<file path="src/design/ridc_pkg.sv">
// Shared types, constants and key packing for the rotation-invariant distinct counter.
package ridc_pkg;

    localparam int MAX_ENTRIES = 256;
    localparam int LANES       = 4;
    localparam int LANE_W      = $clog2(LANES);
    localparam int LANE_DEPTH  = (MAX_ENTRIES + LANES - 1) / LANES;
    localparam int ROW_W       = (LANE_DEPTH > 1) ? $clog2(LANE_DEPTH) : 1;
    localparam int CNT_W       = $clog2(MAX_ENTRIES + 1);
    localparam int KEY_W       = 32;
    localparam int ELEM_W      = 8;
    localparam int UCNT_W      = 9;
    localparam int UCNT_MAX    = 511;
    localparam int NUM_ROT     = 4;

    typedef logic [KEY_W-1:0]  key_t;
    typedef logic [ROW_W-1:0]  row_t;
    typedef logic [CNT_W-1:0]  cnt_t;
    typedef logic [LANES-1:0]  lane_vec_t;

    typedef struct packed {
        logic [ELEM_W-1:0] elem_0;
        logic [ELEM_W-1:0] elem_1;
        logic [ELEM_W-1:0] elem_2;
        logic [ELEM_W-1:0] elem_3;
        logic              last_matrix;
    } matrix_t;

    typedef struct packed {
        logic [UCNT_W-1:0] unique_count;
        logic              overflow;
    } result_t;

    typedef struct packed {
        logic rd_en;
        row_t rd_addr;
        logic wr_en;
        row_t wr_addr;
    } lane_cmd_t;

    // element order per rotation, first entry lands in the top byte
    localparam logic [1:0] ROT_ORDER [NUM_ROT][4] = '{
        '{2'd0, 2'd1, 2'd2, 2'd3},
        '{2'd2, 2'd0, 2'd3, 2'd1},
        '{2'd3, 2'd2, 2'd1, 2'd0},
        '{2'd1, 2'd3, 2'd0, 2'd2}
    };

    function automatic key_t pack_rotation(matrix_t m, int r);
        logic [ELEM_W-1:0] e [4];
        key_t              acc;
        e[0] = m.elem_0;
        e[1] = m.elem_1;
        e[2] = m.elem_2;
        e[3] = m.elem_3;
        acc  = '0;
        for (int i = 0; i < 4; i++)
        begin
            acc = {acc[KEY_W-ELEM_W-1:0], e[ROT_ORDER[r][i]]};
        end
        return acc;
    endfunction

endpackage

</file>
<file path="src/design/ridc_canon.sv">
// Canonical key unit: maximum of the four rotation packings, two register stages.
module ridc_canon (
    input  logic              clk,
    input  logic              rst_n,
    input  logic              load,
    input  ridc_pkg::matrix_t matrix,
    output ridc_pkg::key_t    key,
    output logic              key_valid
);

    ridc_pkg::key_t k0, k1, k2, k3;
    ridc_pkg::key_t m01_reg, m23_reg, key_reg;
    logic           v1_reg, v2_reg;

    always_comb
    begin
        k0 = ridc_pkg::pack_rotation(matrix, 0);
        k1 = ridc_pkg::pack_rotation(matrix, 1);
        k2 = ridc_pkg::pack_rotation(matrix, 2);
        k3 = ridc_pkg::pack_rotation(matrix, 3);
    end

    always_ff @(posedge clk or negedge rst_n)
    begin
        if (!rst_n)
        begin
            v1_reg <= 1'b0;
            v2_reg <= 1'b0;
        end
        else
        begin
            v1_reg <= load;
            v2_reg <= v1_reg;
        end
    end

    always_ff @(posedge clk)
    begin
        if (load)
        begin
            m01_reg <= (k0 > k1) ? k0 : k1;
            m23_reg <= (k2 > k3) ? k2 : k3;
        end
        if (v1_reg)
        begin
            key_reg <= (m01_reg > m23_reg) ? m01_reg : m23_reg;
        end
    end

    assign key       = key_reg;
    assign key_valid = v2_reg;

endmodule

</file>
<file path="config.mk">
export PLATFORM = sky130hd
export DESIGN_NAME = ridc_canon
export DESIGN_NICKNAME = d
export VERILOG_FILES = /design/src/design/ridc_pkg.sv /design/src/design/ridc_canon.sv
export SDC_FILE = /design/constraint.sdc
export NUM_CORES = 1
export LEC_CHECK = 0
export ABC_CLOCK_PERIOD_IN_PS = 5600
export BUFFER_PORTS_ARGS = -buffer_cell sky130_fd_sc_hd__clkbuf_2
export CAP_MARGIN = 20
export CORE_MARGIN = 3
export CORE_UTILIZATION = 45
export CTS_BUF_LIST = sky130_fd_sc_hd__clkbuf_16
export CTS_CLUSTER_SIZE = 16
export DETAILED_ROUTE_END_ITERATION = 10
export SLEW_MARGIN = 20
export SYNTH_ARGS = -nofsm -noshare
export SYNTH_HDL_FRONTEND = slang
export SYNTH_SLANG_ARGS = --single-unit
</file>
<file path="constraint.sdc">
create_clock -name clk -period 5.6 [get_ports clk]
set_clock_uncertainty 0.2 [all_clocks]
set_input_delay 0.56 -clock clk [delete_from_list [all_inputs] [get_ports clk]]
set_output_delay 0.56 -clock clk [all_outputs]
set_load 0.01 [all_outputs]
</file>
# Yosys cells after proc, flatten, opt, wreduce, memory -nomap -nowiden
# Index checks and enable logic that the tools add are counted.
# op_classes
magnitude_cmp,3
muxes,3
# ops
cell,n
> comparator 32 bit,3
2-to-1 mux 32 bit,3
# totals
register_bits,98
output_inout_bits,33
wordCells,11

# Depth between registers and ports, before layout
# Gate-level depths: netlist of the first run.
# depth
word_depth,2
depth_mapped,9
ltp_nobuf,8

# Worst setup path before layout of the first run
# Ideal clock, no wire load.
# synth_timing
kind,reg2reg
startpoint,register m01_reg[15]
endpoint,"register key_reg[10], in the netlist key[10] (data pin)"
setup_time_ps,260
arrival_ps,2410
setup_slack_ps,2730
stages_incl_launch_ff,9
n_path_buf,1
path_cell_list,edfxtp_1 > ha_1 > nand4_1 > or4_4 > nor3_2 > a41oi_1 > a31oi_4 > buf_6 > mux2_4
# synth_between
elab_chain_cells,2
# synth_rtl
element,line_no,rtl
from (decl),ridc_canon.sv:12,"ridc_pkg::key_t m01_reg, m23_reg, key_reg;"
from (signal assigned),ridc_canon.sv:41,m01_reg <= (k0 > k1) ? k0 : k1;
> comparator 32 bit,ridc_canon.sv:46,key_reg <= (m01_reg > m23_reg) ? m01_reg : m23_reg;
2-to-1 mux 32 bit,ridc_canon.sv:46,
to (signal assigned),ridc_canon.sv:46,
to (decl),ridc_canon.sv:12,
# Every way passes these cells.
# A chain may end at the register's enable or synchronous reset.

# Worst setup path after layout of the first run
# layout_timing
startpoint,register m01_reg[11]
endpoint,"register key_reg[27], in the netlist key[27] (data pin)"
# Same word-level chain as after synthesis.

==> results of run 1 <==
==> power by group through the flow <==
stage / registers, mW / logic, mW / clock network, mW
after floorplan: 1.01 / 0.363 / 0
final: 0.981 / 0.544 / 0.641
after global placement: 0.992 / 0.538 / 0
after detailed placement: 0.997 / 0.548 / 0
after global routing: 0.992 / 0.603 / 0.683
after CTS: 0.982 / 0.552 / 0.651
==> cells by family after synthesis <==
group                      Yosys count  synth area share
DFF                                 98             0.500
muxes                               96             0.190
buffers and inverters               76            0.0537
adders and majority gates           66             0.141
AOI/OAI and AO/OA                   61            0.0631
and+or+nand+nor                     57            0.0531
==> cell usage in the layout, fill, tap and decap left out, types with 2 or more instances in the layout <==
| cell type | count |
|---|---|
| a41oi_1 | 2 |
| dfrtp_1 | 2 |
| ha_1 | 66 |
| nor2b_1 | 3 |
| bufinv_16 | 2 |
| nand4_1 | 9 |
| clkbuf_2 | 67 |
| nand3_1 | 4 |
| clkinvlp_4 | 2 |
| edfxtp_1 | 96 |
| o211ai_1 | 2 |
| nor3_1 | 2 |
| nand2b_1 | 2 |
| nand2_1 | 22 |
| mux2i_1 | 64 |
| and4_1 | 5 |
| buf_4 | 6 |
| a21oi_1 | 30 |
| a21o_1 | 2 |
| o21ai_0 | 14 |
| mux2_4 | 30 |
| mux2_2 | 2 |
| a211oi_1 | 2 |
| nor2_1 | 3 |
| inv_1 | 69 |
| clkbuf_16 | 9 |
==> stage by stage <==
step           hold WS [ns]   util
5_1_grt               0.329  0.531
4_1_cts               0.326  0.531
2_1_floorplan        0.0644      -
3_3_place_gp          0.146  0.506
6_report              0.330  0.531
3_5_place_dp          0.149  0.506
==> metal layers <==
layer | wire length [um] | vias to the layer above | share of wire
li1 | - | 1834 | -
met1 | 5870 | 1750 | 0.49
met3 | 616 | 15 | 0.051
met5 | 0 | - | 0
met4 | 199 | 0 | 0.016
met2 | 5370 | 96 | 0.45
==> how the worst min path moves through the flow <==
stage                     slack [ns]  cells after the start  start                   to
after floorplan                 0.06                      0  rst_n  key_valid$_DFF_PN0_
after detailed placement        0.15                      1  rst_n     v1_reg$_DFF_PN0_
after global placement          0.15                      1  rst_n  key_valid$_DFF_PN0_
after global routing            0.33                      2  rst_n  key_valid$_DFF_PN0_
final                           0.33                      2  rst_n     v1_reg$_DFF_PN0_
after CTS                       0.33                      2  rst_n     v1_reg$_DFF_PN0_
==> layout make-up <==
class	instances	share of cell area
Tap cell	172	0.0320
Clock inverter	7	0.0130
Clock buffer	9	0.0335
Multi-Input combinational cell	280	0.390
Sequential cell	98	0.436
Inverter	67	0.0374
Timing Repair Buffer	74	0.0580
==> worst max-delay path, delay by kind of cell, from the launching register on <==
| family | cells | cell delay, ns |
|---|---|---|
| buf+inv | 1 | 0.42 |
| mux | 1 | 0.34 |
| flops | 1 | 0.40 |
| fa+ha+maj | 1 | 0.34 |
| simple gates | 3 | 1.01 |
| compound gates | 2 | 0.87 |
==> timing repair <==
action                    in CTS  in global routing
buffers inserted               0                  0
hold buffers                   1                  0
hold endpoints to repair       2                  0
==> impl_metrics.ini, run 1 <==
[die]
die-area_sq_um = 14400
fp.dieW_um = 120
fp.coreArea_sq_um = 12700
rows = 41
pin_count = 69
initial_core_util = 0.463
die_y_um = 120

[layout]
finalNonFillerCells = 707
fin_area_sq_um = 6730
multi_input_area_sq_um = 2630
fin_nets = 632
area_growth_pct = 14.6
antenna_cells = 0
fill_cells = 1129
drive_gt1_frac = 0.230
seqCellArea_sq_um = 2930

[routing]
vias = 3695
wire_per_inst_um = 17.1
dr.pass1.iters = 4
drt-initial-drc-count = 197
viasPerCell = 5.23
drt_wl_total_um = 12100
detail-route-antenna-nets = 0
route.detailed.drc = 0

[outcome]
outcome = completed

[cts]
cts_max_level = 3
numCtsBuffers = 9
numClockSinks = 98
cts-root-buf = clkbuf_16
clk_path_buf_depth = 2
cts.reportedPaths.clkPinSlew_ns = 0.07
clkLatencyLatePin_ns = 0.34
cts_tree = built
cts_resized = 0

[synthesis]
ys_types = 39
yosysSeqAreaShare = 0.500
avgSynthCellArea_sq_um = 12.9
ys_top_cells_by_area = edfxtp_1, ha_1, mux2i_1
synthesis.area_sq_um = 5870
yosysTopAreaCellShare = 0.491
postSynthCellCount = 454
synthTopCellsByCount = edfxtp_1, inv_1, ha_1
synth_flop_cell = edfxtp_1
yosysTopAreaCell = edfxtp_1
synth_seq_cells = 98
synth-async-reset-ratio = 0.0204
ys_warn_count = 0
synth.net_count = 556
synth_enable_flop_cells = 96
synthMostInstantiatedCell = edfxtp_1

[worst_setup_path]
slowest_stage = a31oi_4
cp-start-kind = register
r2r-start = m01_reg[11]$_DFFE_PP_
r2r-end = key[27]$_DFFE_PP_
max_stage_delay_ns = 0.78
path_cells = ha_1, nand4_1, or4_4, nor3_2, a41oi_1, a31oi_4, buf_4, mux2_4
worst_r2r_path_depth = 8
cp_max_fo = 19
setup.worst_path.start = m01_reg[11]$_DFFE_PP_
crit_path_end = key[27]$_DFFE_PP_
critPathArrivalTime_ns = 3.74
required_ns = 5.49
rrSetupSlack_ns = 1.74
end_kind = register
path_class = register to register

[timing]
fmax_ghz = 0.259
rsz0062_at_grt = no
worst_slew_pin_slew_ns = 0.945
fin_crit_sh = 0.689
hold_viol_final = 0
setup_viol = 0
fin_ws_ns = 1.74
fin_setup_tns_ns = 0
period_minus_slack_ns = 3.86
slew_headroom = 0.370
slew_viol_final = 0

[global_routing]
grt_pass1_wl_um = 19500
grt_max_degree = 66
grt.busiest_layer = met2
grtUsageMet2 = 0.273
grt_pass1_vias = 3808
met3_usage = 0.0304
grtUsageTotal = 0.176
grt_overflow = 0
grt_antenna_before_repair = 0
use_met1 = 0.252

[power_and_ir_drop]
total_power_mw = 2.17
p_sw_uw = 581
clkPwrFrac = 0.296
seqPwrFrac = 0.453
power.density_nw_per_um2 = 322
swShare = 0.268
cellInternalPower_mw = 1.58
leakagePower_nw = 3.20
pwr-share-comb = 0.251
peakVddDrop_mv = 0.167

[placed_design]
dp_hpwl_um = 9480
gp_congestion = 0.823
portBuffers = 67
postPlaceCellArea_sq_um = 6410
dp_cells = 690
place_ws_ns = 1.72

[flow_run]
max-cap-violations = 0

[hold_path]
min_path_type = input pin to async pin
Power figures use the tool's default switching activity.
==> run 2: changes to the inputs <==
Settings changed: ABC_CLOCK_PERIOD_IN_PS 5600 to 3500, PLACE_DENSITY set to 0.67.
Clock period 5.6 ns to 3.5 ns, I/O delays scaled along.
==> impl_metrics.ini, run 2 (same netlist as run 1, synthesis figures left out) <==
[cts]
numClockSinks = 98
cts.reportedPaths.clkPinSlew_ns = 0.07
post_cts_buffers = 0
numCtsBuffers = 9
cts_tree = built
clkLatencyLatePin_ns = 0.35
clk_path_buf_depth = 2
cts-root-buf = clkbuf_16
cts_max_level = 3
cts_resized = 0

[die]
pin_count = 69
fp.dieW_um = 120
fp.coreArea_sq_um = 12700
initial_core_util = 0.463
die_y_um = 120
rows = 41
die-area_sq_um = 14400

[timing]
hold_viol_final = 0
slew_viol_final = 0
slew_headroom = 0.659
worst_slew_pin_slew_ns = 0.512
period_minus_slack_ns = 3.21
setup_viol = 0
fmax_ghz = 0.312
fin_setup_tns_ns = 0
fin_crit_sh = 0.917
rsz0062_at_grt = no

[worst_setup_path]
cp_max_fo = 32
critical_path_buf_inv_count = 1
path_delay_family = simple AND/OR/NAND/NOR gates
end_kind = register
cp-start-kind = register
path_cells = ha_1, nand4_1, or4_4, nor3_2, a41oi_1, a31oi_4, buf_12, mux2_2
path_class = register to register
max_stage_delay_ns = 0.62
required_ns = 3.39
critPathArrivalTime_ns = 3.10
slowest_stage = or4_4

[power_and_ir_drop]
leakagePower_nw = 3.18
total_power_mw = 3.39
peakVddDrop_mv = 0.239
power.density_nw_per_um2 = 503

[layout]
antenna_cells = 0
drive_gt1_frac = 0.234
mostFrequentLayoutCell = edfxtp_1
final_cell_mix = edfxtp_1, inv_1, clkbuf_2, ha_1, mux2i_1
area_growth_pct = 14.7
fill_cells = 1079
fin_nets = 632

[global_routing]
grt_pass1_vias = 3825
grtUsageTotal = 0.182
grt_overflow = 0
grt_pass1_wl_um = 20100
grt_antenna_before_repair = 0
grt_max_degree = 40

[routing]
vias = 3714
wire_per_inst_um = 17.5
drt_wl_total_um = 12400
dr.pass1.iters = 4
detail-route-antenna-nets = 0
route.detailed.drc = 0
viasPerCell = 5.25
drt-initial-drc-count = 310

[flow_run]
max-cap-violations = 0

[hold_path]
min_path_type = input pin to async pin

[outcome]
outcome = completed

[placed_design]
dp_hpwl_um = 9710
portBuffers = 67
gp_congestion = 0.822
## run 2: cell count changes in the layout (fill, tap and decap cells not counted), sizes merged
cell,previous run,this run
bufinv,2,0
clkinvlp,2,4
## run 2: layout make-up
cell class / count / area (sq um) / share of cell area
clock buffer: 9 / 225 / 0.0335
multi-input combinational: 280 / 2630 / 0.390
sequential: 98 / 2930 / 0.436
clock inverter: 7 / 52.6 / 0.00781
inverter: 67 / 251 / 0.0374
timing repair buffer: 74 / 428 / 0.0636
tap: 172 / 215 / 0.0320
## run 2: worst register-to-register path, stage by stage, from the launching register on
cell      delay [ns]
edfxtp_1        0.39
ha_1            0.33
nand4_1         0.21
or4_4           0.62
nor3_2          0.21
a41oi_1         0.10
a31oi_4         0.21
buf_12          0.28
mux2_2          0.41
## run 2: report_power, final
part / leakage [nW] / internal (mW) / switching (mW)
Clock: 0.124 / 0.485 / 0.435
Combinational: 2.10 / 0.429 / 0.464
Sequential: 0.963 / 1.50 / 0.0723
Total: 3.18 / 2.41 / 0.971
## run 2: per-layer routing
metal  GRT usage  wire (um)  vias up
met4      0.0601        201        0
met1       0.259       6020     1767
met5           0          0        -
met2       0.282       5690       94
li1            -          -     1838
met3      0.0346        476       15
## run 2: through the flow
step / util / hold WS [ns] / std cells / setup slack, ns / area, sq um
after CTS: 0.531 / 0.115 / 707 / 0.283 / 6730
after global routing: 0.531 / 0.136 / 707 / 0.179 / 6730
after floorplan: - / -0.146 / 454 / 0.630 / 5870
final: 0.531 / 0.126 / 707 / 0.291 / 6730
after global placement: 0.509 / -0.0630 / 690 / 0.377 / 6440
after detailed placement: 0.509 / -0.0605 / 690 / 0.308 / 6440
## run 2: final timing paths
check | from | endpoint | slack [ns] | cells past startpoint
worst min-delay path | rst_n | key_valid$_DFF_PN0_ | 0.13 | 2
worst max register to register | m01_reg[15]$_DFFE_PP_ | key[31]$_DFFE_PP_ | 0.29 | 8
max in group asynchronous | rst_n | v1_reg$_DFF_PN0_ | 2.88 | 2
worst min register to register | m23_reg[16]$_DFFE_PP_ | key[16]$_DFFE_PP_ | 0.38 | 1
min in group clk | matrix[11] | m01_reg[10]$_DFFE_PP_ | 0.22 | 3
worst max-delay path | m01_reg[15]$_DFFE_PP_ | key[31]$_DFFE_PP_ | 0.29 | 8
## run 2: repair_timing
item | in CTS | in global routing
endpoints found under the setup margin | 0 | 0
hold endpoints to repair | 2 | 0
hold buffers | 1 | 0
